**src/hw/rtl/kmr_pkg.sv**
```systemverilog
// Shared types and constants for the k-mer set read matcher.
// No dependencies; imported by every module under hw/rtl.
package kmr_pkg;

   localparam int KMER_LEN_DEF     = 31;
   localparam int TABLE_SLOTS_DEF  = 8192;   // power of two
   localparam int MAX_READ_LEN_DEF = 512;
   localparam int PROBE_LIMIT_DEF  = 8;
   localparam int QUEUE_DEPTH      = 4;

   localparam int KEY_MAX_W  = 64;
   localparam int KMER_IN_W  = 62;
   localparam int HITS_W     = 10;
   localparam int REQ_DATA_W = 72;
   localparam int RSP_DATA_W = 16;

   localparam logic [31:0] HASH_MUL_LO = 32'h7F4A_7C15;
   localparam logic [31:0] HASH_MUL_HI = 32'h9E37_79B9;

   localparam logic [3:0] BAM_A = 4'h1;
   localparam logic [3:0] BAM_C = 4'h2;
   localparam logic [3:0] BAM_G = 4'h4;
   localparam logic [3:0] BAM_T = 4'h8;

   typedef enum logic [1:0] {
      MODE_LOAD  = 2'd0,
      MODE_BASE  = 2'd1,
      MODE_CLEAR = 2'd2,
      MODE_NONE  = 2'd3
   } mode_type;

   typedef enum logic [1:0] {
      STS_INSERTED  = 2'd0,
      STS_PRESENT   = 2'd1,
      STS_FULL      = 2'd2,
      STS_READ_DONE = 2'd3
   } status_type;

   typedef enum logic [1:0] {
      OP_INSERT = 2'd0,
      OP_LOOKUP = 2'd1,
      OP_FINISH = 2'd2,
      OP_CLEAR  = 2'd3
   } op_type;

   typedef struct packed {
      op_type                 op;
      logic                   last;
      logic [KEY_MAX_W-1:0]   fwd;
      logic [KEY_MAX_W-1:0]   rev;
   } op_entry_type;

   typedef enum logic [3:0] {
      S_CLEAR,
      S_IDLE,
      S_MUL0,
      S_MUL1,
      S_MUL2,
      S_HASH,
      S_READ,
      S_CMP,
      S_EMIT
   } back_state_type;

endpackage

```
**src/hw/rtl/kmr_queue.sv**
```systemverilog
// Small register queue of operations between front and back ends.
// Depends on kmr_pkg.
module kmr_queue (
   input  logic                  clock,
   input  logic                  reset,
   input  logic                  push,
   input  kmr_pkg::op_entry_type push_data,
   output logic                  full,
   input  logic                  pop,
   output kmr_pkg::op_entry_type pop_data,
   output logic                  empty
);
   import kmr_pkg::*;

   localparam int PTR_W = $clog2(QUEUE_DEPTH);

   op_entry_type       slot_ff [QUEUE_DEPTH];
   logic [PTR_W-1:0]   wr_ptr_ff, wr_ptr_in;
   logic [PTR_W-1:0]   rd_ptr_ff, rd_ptr_in;
   logic [PTR_W:0]     count_ff, count_in;

   assign full     = (count_ff == (PTR_W+1)'(QUEUE_DEPTH));
   assign empty    = (count_ff == '0);
   assign pop_data = slot_ff[rd_ptr_ff];

   always_comb begin
      wr_ptr_in = wr_ptr_ff;
      rd_ptr_in = rd_ptr_ff;
      count_in  = count_ff;
      if (push) begin
         wr_ptr_in = wr_ptr_ff + 1'b1;
      end
      if (pop) begin
         rd_ptr_in = rd_ptr_ff + 1'b1;
      end
      if (push && !pop) begin
         count_in = count_ff + 1'b1;
      end else if (pop && !push) begin
         count_in = count_ff - 1'b1;
      end
   end

   always_ff @(posedge clock) begin
      if (reset) begin
         wr_ptr_ff <= '0;
         rd_ptr_ff <= '0;
         count_ff  <= '0;
      end else begin
         wr_ptr_ff <= wr_ptr_in;
         rd_ptr_ff <= rd_ptr_in;
         count_ff  <= count_in;
      end
   end

   always_ff @(posedge clock) begin
      if (push) begin
         slot_ff[wr_ptr_ff] <= push_data;
      end
   end

endmodule

```
**config.mk**
```make
export PLATFORM = sky130hd
export DESIGN_NAME = kmr_queue
export DESIGN_NICKNAME = d
export VERILOG_FILES = /design/src/hw/rtl/kmr_pkg.sv /design/src/hw/rtl/kmr_queue.sv
export SDC_FILE = /design/constraint.sdc
export NUM_CORES = 1
export LEC_CHECK = 0
export BUFFER_PORTS_ARGS = -buffer_cell sky130_fd_sc_hd__buf_4
export CAP_MARGIN = 20
export CORE_MARGIN = 2
export CORE_UTILIZATION = 45
export CTS_CLUSTER_SIZE = 14
export DETAILED_ROUTE_END_ITERATION = 10
export GPL_TIMING_DRIVEN = 0
export SYNTH_ARGS = -nofsm -noshare
export SYNTH_HDL_FRONTEND = slang
export SYNTH_SLANG_ARGS = --single-unit
```
**constraint.sdc**
```tcl
create_clock -name clock -period 5.4 [get_ports clock]
set_input_delay 1.08 -clock clock [delete_from_list [all_inputs] [get_ports clock]]
set_output_delay 1.08 -clock clock [all_outputs]
set_load 0.1 [all_outputs]
```
==> flow_metrics.env <==
export IMPL_critPathMaxFanout=10
export IMPL_viasPerCell=5.19
export IMPL_syn_area_um2=19400
export IMPL_required_ns=4.32
export IMPL_yosysSeqAreaShare_pct=82.1
export IMPL_yosys_cell_types_count=22
export IMPL_grt_pass1_vias=9194
export IMPL_die_w_um=212
export IMPL_synthCells=729
export IMPL_place_gp_congestion=0.671
export IMPL_power_density_nw_per_um2=438
export IMPL_fmax_mhz=278
export IMPL_htreeDepth=2
export IMPL_multiInputGateArea_um2=3190
export IMPL_synth_ff_latch_count=533
export IMPL_diodes=0
export IMPL_wire_per_inst_um=22.7
export IMPL_drt_pre_antenna_iters=4
export IMPL_first_iter_violations=583
export IMPL_arrival_ns=2.52
export IMPL_nets=1200
export IMPL_gr_usage_all_layers_pct=16.9
export IMPL_min_period_over_period_pct=66.6
export IMPL_synth_edf_count=524
export IMPL_cp_common_cell="buf_2"
export IMPL_met1_usage_pct=22.8
export IMPL_final_setup_viol_count=0
export IMPL_detailed_place_hpwl_mm=22.3
export IMPL_leakage_uw=0.00812
export IMPL_crit_chain="clkbuf_1 -> buf_2 -> buf_2 -> mux4_2 -> buf_4"
export IMPL_antenna_found_initial=2
export IMPL_clockBufferDepth=3
export IMPL_coreArea_um2=42800
export IMPL_ff_latch_area_um2=15900
export IMPL_whs_ns=0.527
export IMPL_cts_sinks=533
export IMPL_yosys_top_cells_area="edfxtp_1, mux4_2, dfxtp_1"
export IMPL_critPathLaunchType="flip-flop"
export IMPL_synth_fp_nets=870
export IMPL_finalMaxSlewViolations=0
export IMPL_num_vias=8538
export IMPL_drt_total_wl_mm=37.3
export IMPL_avgSynthCellArea_um2=26.6
export IMPL_synthFlopType="edfxtp_1"
export IMPL_fin_skew_ns=0.0132
export IMPL_drc=0
export IMPL_area_delta_synth_final_pct=23.9
export IMPL_grt_overflow_total=0
export IMPL_post_route_min_period_ns=3.60
export IMPL_yosys_area_top_type_share_pct=81.2
export IMPL_synthTopCellsByCount="edfxtp_1, mux4_2, buf_2"
export IMPL_clk_pin_slew_ns=0.06
export IMPL_start_util_pct=45.3
export IMPL_cts_made_buffers=54
export IMPL_grt_pass1_wl_mm=55.6
export IMPL_cts_repair_resized=0
export IMPL_portBuffers=266
export IMPL_dp_cells=1549
export IMPL_synth_most_common_cell="edfxtp_1"
export IMPL_cts_tree="built"
export IMPL_tns_ns=0
export IMPL_worst_slew_pin_slew_ns=0.920
export IMPL_status="completed"
export IMPL_postRouteAntennaNets=0
export IMPL_rsz0062_at_grt="false"
export IMPL_fin_cells=1646
export IMPL_worst_path_largest_cell_delay_ns=0.40
export IMPL_path_class="flip-flop to primary output"
export IMPL_grt_max_degree=55
export IMPL_insertion_delay_ns=0.58
export IMPL_relSlewSlack_pct=38.7
export IMPL_place_ws_ns=2.37
export IMPL_met3_usage_pct=5.77
export IMPL_rows=76
export IMPL_end_kind="primary output"
export IMPL_die_area_um2=44700
export IMPL_hold_buffers=0
export IMPL_cts_setup_buffers=0
export IMPL_max_cap_viol_count=0
export IMPL_fin_util_pct=56.1
export IMPL_fillers=3189
export IMPL_die_y_um=212
export IMPL_min_path_type="flip-flop to flip-flop"
export IMPL_slowest_stage="buf_2"
export IMPL_synth_top_cell_by_area="edfxtp_1"
export IMPL_drive_above_1_share_pct=46.7
export IMPL_root_buffer="clkbuf_16"
export IMPL_finalHoldViolCount=0
export IMPL_async_reset_ff_share_pct=0
export IMPL_met2_usage_pct=26.1
export IMPL_pin_count=268
export IMPL_setup_slack_ns=1.80
export IMPL_ir_drop_mv=0.321
export IMPL_busiest_layer="met2"
export IMPL_synth_yosys_warnings=0
per-layer routing:
layer	wire, µm	vias up
met4	765	2
met2	17700	222
met3	3010	60
li1	-	3812
met1	15800	4442
met5	11	-
cells in the final DEF, fill, tap and decap left out, types with 5 or more instances in the layout:
cell       netlist  routed
edfxtp_1       524     524
buf_4            3     269
mux4_2         131     131
clkbuf_16        0      55
buf_2           14      14
clkinv_2         0      13
clkbuf_1         3      12
clkinv_1         0      11
buf_8           10      10
dfxtp_1          9       9
buf_16           0       8
nor2_1           7       7
bufinv_16        0       6
ha_1             5       5
metrics by stage:
stage	total power (µW)	cell area, µm²
after detailed placement	7010	22300
after global routing	10900	24000
after CTS	10600	24000
final	10500	24000
after global placement	7020	22100
after floorplan	6500	19400
cell type report:
cell class | instances | share of cell area, %
Sequential cell | 533 | 66.3
Multi-Input combinational cell | 161 | 13.3
Timing Repair Buffer | 274 | 9.24
Clock buffer | 64 | 5.87
Tap cell | 546 | 2.85
Clock inverter | 33 | 1.29
Buffer | 31 | 1.10
Inverter | 4 | 0.0625
path summary, 6_finish.rpt:
check / to / from / cells after the start / slack, ns
worst min register to register: count_ff[2]$_SDFFE_PP0P_ / count_ff[2]$_SDFFE_PP0P_ / 2 / 0.53
worst min-delay path: count_ff[2]$_SDFFE_PP0P_ / count_ff[2]$_SDFFE_PP0P_ / 2 / 0.53
worst max-delay path: pop_data[86] / flip-flop / 5 / 1.80
worst max register to register: slot_ff[2][67]$_DFFE_PP_ / wr_ptr_ff[0]$_SDFFE_PP0P_ / 4 / 3.34
report_power, final:
group / internal (µW) / switching (µW) / total, µW
logic: 536 / 1560 / 2100
registers: 4750 / 41.5 / 4800
clock network: 2140 / 1480 / 3620
logic make-up (layout without fill, tap and decap cells):
kind of cell	Yosys count	count (layout)	share of synthesized area, %
AO/OA/AOI/OAI	2	2	0.0516
adder cells (fa/ha/maj)	6	6	0.426
flip-flops	533	533	82.1
AND/OR/NAND/NOR	15	15	0.381
buffers and inverters	35	406	1.45
XOR/XNOR	5	5	0.226
multiplexers	133	133	15.3
flip-flops by register name, indices dropped and copies added, names as in the netlist, named ones only:
signal and count:
count_ff 3, rd_ptr_ff 2, slot_ff 524, wr_ptr_ff 2
worst max-delay path: cells and delay by family, from the launching register on:
family | cells | cell delay, ns
flops | 1 | 0.31
buf+inv | 4 | 1.22
mux | 1 | 0.39
(Power assumes the default switching activity.)
