[src/hw/rtl/kmr_pkg.sv]
// Shared types and constants for the k-mer set read matcher.
// No dependencies; imported by every module under hw/rtl.
package kmr_pkg;

   localparam int KMER_LEN_DEF     = 31;
   localparam int TABLE_SLOTS_DEF  = 8192;   // power of two
   localparam int MAX_READ_LEN_DEF = 512;
   localparam int PROBE_LIMIT_DEF  = 8;
   localparam int QUEUE_DEPTH      = 4;

   localparam int KEY_MAX_W  = 64;
   localparam int KMER_IN_W  = 62;
   localparam int HITS_W     = 10;
   localparam int REQ_DATA_W = 72;
   localparam int RSP_DATA_W = 16;

   localparam logic [31:0] HASH_MUL_LO = 32'h7F4A_7C15;
   localparam logic [31:0] HASH_MUL_HI = 32'h9E37_79B9;

   localparam logic [3:0] BAM_A = 4'h1;
   localparam logic [3:0] BAM_C = 4'h2;
   localparam logic [3:0] BAM_G = 4'h4;
   localparam logic [3:0] BAM_T = 4'h8;

   typedef enum logic [1:0] {
      MODE_LOAD  = 2'd0,
      MODE_BASE  = 2'd1,
      MODE_CLEAR = 2'd2,
      MODE_NONE  = 2'd3
   } mode_type;

   typedef enum logic [1:0] {
      STS_INSERTED  = 2'd0,
      STS_PRESENT   = 2'd1,
      STS_FULL      = 2'd2,
      STS_READ_DONE = 2'd3
   } status_type;

   typedef enum logic [1:0] {
      OP_INSERT = 2'd0,
      OP_LOOKUP = 2'd1,
      OP_FINISH = 2'd2,
      OP_CLEAR  = 2'd3
   } op_type;

   typedef struct packed {
      op_type                 op;
      logic                   last;
      logic [KEY_MAX_W-1:0]   fwd;
      logic [KEY_MAX_W-1:0]   rev;
   } op_entry_type;

   typedef enum logic [3:0] {
      S_CLEAR,
      S_IDLE,
      S_MUL0,
      S_MUL1,
      S_MUL2,
      S_HASH,
      S_READ,
      S_CMP,
      S_EMIT
   } back_state_type;

endpackage

[src/hw/rtl/kmr_front.sv]
// Front end: accepts request transactions, keeps the rolling base window
// and issues table operations. Depends on kmr_pkg.
module kmr_front #(
   parameter int KMER_LEN = kmr_pkg::KMER_LEN_DEF
) (
   input  logic                              clock,
   input  logic                              reset,
   input  logic                              req_tvalid,
   output logic                              req_tready,
   input  logic [kmr_pkg::REQ_DATA_W-1:0]    req_tdata,
   input  logic [1:0]                        req_tuser,
   input  logic                              req_tlast,
   input  logic                              q_full,
   input  logic                              clearing,
   output logic                              push,
   output kmr_pkg::op_entry_type             push_data
);
   import kmr_pkg::*;

   localparam int KEY_W = 2 * KMER_LEN;
   localparam int RUN_W = $clog2(KMER_LEN + 1);

   logic [KEY_W-1:0]     window_ff, window_in;
   logic [RUN_W-1:0]     run_ff, run_in;
   logic                 accept;
   logic [KMER_IN_W-1:0] kmer_code;
   logic [3:0]           base_code;
   mode_type             mode;
   logic [KEY_W-1:0]     fwd, rev, shifted;
   logic                 base_ok;
   logic [1:0]           base_val;
   logic                 full_win;

   assign kmer_code  = req_tdata[KMER_IN_W-1:0];
   assign base_code  = req_tdata[KMER_IN_W+3:KMER_IN_W];
   assign mode       = mode_type'(req_tuser);
   assign req_tready = !q_full && !clearing;
   assign accept     = req_tvalid && req_tready;

   always_comb begin
      fwd = KEY_W'(kmer_code);
      for (int i = 0; i < KMER_LEN; i++) begin
         rev[2*(KMER_LEN-1-i) +: 2] = ~fwd[2*i +: 2];
      end
   end

   always_comb begin
      base_ok  = 1'b1;
      base_val = 2'd0;
      case (base_code)
         BAM_A:   base_val = 2'd0;
         BAM_C:   base_val = 2'd1;
         BAM_G:   base_val = 2'd2;
         BAM_T:   base_val = 2'd3;
         default: base_ok  = 1'b0;
      endcase
   end

   always_comb begin
      shifted   = {window_ff[KEY_W-3:0], base_val};
      window_in = window_ff;
      run_in    = run_ff;
      full_win  = 1'b0;
      push      = 1'b0;
      push_data.op   = OP_INSERT;
      push_data.last = req_tlast;
      push_data.fwd  = KEY_MAX_W'(fwd);
      push_data.rev  = KEY_MAX_W'(rev);
      if (accept) begin
         case (mode)
            MODE_LOAD: begin
               push = 1'b1;
            end
            MODE_BASE: begin
               if (base_ok) begin
                  window_in = shifted;
                  if (run_ff < RUN_W'(KMER_LEN)) begin
                     run_in = run_ff + 1'b1;
                  end
                  full_win = (run_in == RUN_W'(KMER_LEN));
               end else begin
                  window_in = {window_ff[KEY_W-3:0], 2'b00};
                  run_in    = '0;
               end
               push_data.fwd = KEY_MAX_W'(window_in);
               push_data.op  = full_win ? OP_LOOKUP : OP_FINISH;
               push          = full_win || req_tlast;
               if (req_tlast) begin
                  window_in = '0;
                  run_in    = '0;
               end
            end
            MODE_CLEAR: begin
               push_data.op = OP_CLEAR;
               push         = 1'b1;
            end
            default: begin
               push = 1'b0;
            end
         endcase
      end
   end

   always_ff @(posedge clock) begin
      if (reset) begin
         window_ff <= '0;
         run_ff    <= '0;
      end else begin
         window_ff <= window_in;
         run_ff    <= run_in;
      end
   end

endmodule

[config.mk]
export PLATFORM = sky130hd
export DESIGN_NAME = kmr_front
export DESIGN_NICKNAME = d
export VERILOG_FILES = /design/src/hw/rtl/kmr_pkg.sv /design/src/hw/rtl/kmr_front.sv
export SDC_FILE = /design/constraint.sdc
export NUM_CORES = 1
export LEC_CHECK = 0
export ABC_AREA = 1
export BUFFER_PORTS_ARGS = -buffer_cell sky130_fd_sc_hd__buf_2
export CORE_AREA = 2 2 94 96
export DETAILED_ROUTE_END_ITERATION = 10
export DIE_AREA = 0 0 96 98
export PLACE_DENSITY = 0.86
export SLEW_MARGIN = 20
export SYNTH_ARGS = -nofsm -noshare
export SYNTH_HDL_FRONTEND = slang
export SYNTH_SLANG_ARGS = --single-unit
[constraint.sdc]
create_clock -name clock -period 2.55 [get_ports clock]
set_input_delay 0.6375 -clock clock [delete_from_list [all_inputs] [get_ports clock]]
set_output_delay 0.6375 -clock clock [all_outputs]
set_load 0.03 [all_outputs]
==> results by group <==
Status
  • Status: completed

Finish
  • Most common cell after layout, fill and taps aside: sky130_fd_sc_hd__buf_2
  • Total non-filler cell area in the finished layout: 5420 sq um
  • Proportion of layout cells with a drive suffix above 1: 0.390
  • Count of inserted antenna diode cells: 0
  • Commonest cells after routing, fill and taps aside: sky130_fd_sc_hd__buf_2, sky130_fd_sc_hd__nand2_1, sky130_fd_sc_hd__inv_1
  • Number of nets in the finished design: 853
  • Area growth from synthesis to layout: 51.8%

Pwr
  • P_int: 0.00177 W
  • Static leakage power: 2.51 nW
  • Portion of total power attributed to combinational logic: 0.241
  • Clock share of power: 0.363
  • Switching power of the nets: 0.000787 W
  • Proportion of power drawn by flip-flops and latches: 0.396
  • Overall power after layout: 0.00256 W
  • Peak VDD IR: 0.352 mV
  • Pwr per Cell Area: 472 nW/um^2
  • Share of total power consumed by net switching: 0.307

Global routing
  • Met3 GRT Util: 0.0363
  • Peak-usage layer in the global routing report: met2
  • Total congestion overflow: 0
  • First-pass GRT wire length: 14800 um
  • Met1 GRT Util: 0.214
  • Initial antenna violation count: 0
  • Pin count of the biggest net entering global routing: 72
  • Number of global-route vias before repair: 3486
  • GR Util met2: 0.351
  • Total Routing Usage GR: 0.190

Yosys
  • Netlist Area Pre-Place: 3570 sq um
  • Count of yosys warnings during synthesis: 0
  • Count of unique library cells instantiated by Yosys: 19
  • Count of mapped cells out of synthesis: 561
  • Seq/Total Area, Yosys: 0.365
  • Total of flip-flops plus latches after synthesis: 65
  • Largest cells by area after synthesis: sky130_fd_sc_hd__dfxtp_1, sky130_fd_sc_hd__nand2_1, sky130_fd_sc_hd__a21oi_1
  • Library cell with the largest summed area after synthesis: sky130_fd_sc_hd__dfxtp_1
  • Area share of the largest cell type after synthesis: 0.365
  • Post-synthesis area per instance: 6.36 sq um

Timing
  • Worst slew margin relative to its limit: 0.541
  • Fin. Hold Viols: 0
  • Final period demand of the worst path: 2.54 ns
  • Clock skew after layout: 0.00501 ns
  • Setup repair after global routing missed its margin: true
  • Setup TNS Final: 0 ns
  • Final count of pins violating max slew: 0
  • Highest achievable clock rate: 0.393 GHz
  • Hold_ws: 0.472 ns
  • Final cycle utilization of the critical path: 0.997
  • # setup viols final: 0
  • Worst Tran Pin Value: 0.689 ns

Floorplanning
  • Die width: 96 um
  • Die boundary height: 98 um
  • Site Rows: 34
  • Initial standard-cell utilization of the core: 0.422
  • Die Outline Area: 9410 sq um
  • Core footprint: 8470 sq um
  • Number of top-level pins: 213

Critical path
  • Biggest fanout along the worst timing path: 8
  • Data required time at the worst endpoint: 1.91 ns
  • Kind of cell with the highest combined delay on the critical path: buffers and inverters
  • Crit path buffers/inverters: 7
  • Startpoint Class: input port
  • List of cells traversed by the critical path: buf_2 > inv_2 > ha_4 > inv_2 > nor2_4 > buf_12 > clkbuf_16 > buf_4 > o21ai_2 > clkbuf_4
  • Maximum single-stage delay on the critical path: 0.21 ns
  • Arrival time of data at the critical path endpoint: 1.90 ns
  • Type of destination of the critical path: primary output
  • Critical path class: input port to primary output
  • Top cell by count, worst path: sky130_fd_sc_hd__inv_2
  • Cell at the slowest stage of the critical path: sky130_fd_sc_hd__nor2_4

Placement
  • RD Place Congestion: 0.828
  • Port buffer count: 202
  • Placed cell areas: 4790 sq um
  • HPWL Detailed: 6600 um

Routing
  • Vias post-DR: 4314
  • DRT Wirelength: 10500 um
  • Post-route DRC violation count: 0
  • Violation count after the first detailed-route iteration: 212
  • Post-DR wirelength/cell: 12.0 um
  • Pre-Repair DR Iteration Count: 4
  • DR vias/cell: 4.90
  • Count of antenna-violating nets left after detailed routing: 0

Clock network
  • Clock Tree Buf Depth: 2
  • Clk slew on worst S/H paths: 0.07 ns
  • # clock sinks: 65
  • Root Buffer: sky130_fd_sc_hd__clkbuf_8
  • CTS HTree Levels: 3
  • Clock buffer count from CTS: 9
  • Clock tree from TritonCTS: yes
  • Clock latency on the worst-skew pair: 0.33 ns

Run
  • Maxcap violations: 0

Hold path
  • Worst min-delay path category: flip-flop to flip-flop
-- sequential cells by signal, summed over array words and instances, names as in the netlist --
signal     flops
run_ff         5
window_ff     60
-- routing by layer --
layer,share of wire,vias to the layer above,wire [um]
li1,-,2194,-
met1,0.42,1969,4430
met2,0.52,142,5430
met3,0.054,9,565
met4,0.0089,0,94
met5,0,-,0
-- synth_stat cells, drive strengths merged --
cell type	number
dfxtp	65
ha	5
nand2	153
nand3	66
inv	77
buf	25
o31ai	1
conb	1
a21oi	68
nor2	14
o21ai	64
o21bai	2
clkbuf	20
-- cell families (layout without fill, tap and decap cells) --
kind of cell,Yosys count,count (layout),synth area share
compound gates,135,135,0.191
fa+ha+maj,5,5,0.0175
buf+inv,122,330,0.154
flops,65,65,0.365
other cells,1,4,0.00105
simple gates,233,233,0.272
-- power groups by stage --
stage	registers (W)	logic (W)	clock network, W
finish	0.00101	0.000617	0.000928
global route	0.00101	0.000656	0.000991
CTS	0.00101	0.000575	0.000949
detailed placement	0.00104	0.000568	0
global placement	0.00104	0.000562	0
floorplan	0.00104	0.000382	0
-- worst paths after layout --
check                      from             end  slack, ns  depth (start not counted)
setup / recovery   req_tuser[1]  push_data[117]      0.008                         10
hold / removal    window_ff[58]   window_ff[58]       0.47                          2
setup reg to reg      run_ff[0]       run_ff[4]       1.31                          8
hold reg to reg   window_ff[58]   window_ff[58]       0.47                          2
-- per-stage QoR --
step	util	worst slack [ns]	cells
detailed placement	0.566	-0.0322	852
floorplan	-	-0.179	564
finish	0.640	0.00824	880
CTS	0.598	-0.000626	869
global route	0.640	-0.0576	880
global placement	0.566	-0.0217	852
-- worst reg2reg max path: stages, from the launching register on --
cell	delay [ns]
sky130_fd_sc_hd__dfxtp_4	0.37
sky130_fd_sc_hd__ha_2	0.17
sky130_fd_sc_hd__nand2_1	0.06
sky130_fd_sc_hd__inv_2	0.08
sky130_fd_sc_hd__nand2_1	0.05
sky130_fd_sc_hd__o21ai_1	0.20
sky130_fd_sc_hd__inv_1	0.06
sky130_fd_sc_hd__nand2_1	0.06
sky130_fd_sc_hd__a21oi_1	0.05
-- area by class of cell --
type | instances | area [sq um]
clock buffers | 13 | 179
clock inverters | 2 | 35.0
fillers | 766 | 3050
inverters | 77 | 289
multi-input cells | 377 | 1890
flip-flops and latches | 65 | 1310
well taps | 108 | 135
repair buffers | 238 | 1590
-- timing repair --
action | in CTS | in global routing
endpoints found under the setup margin | 27 | 64
gates resized for setup | 6 | 93
gates cloned | 1 | 6
pin swaps | 1 | 6
hold buffers | 0 | 0
buffers inserted | 1 | 5
No activity file was read; power rests on OpenSTA's default activity.
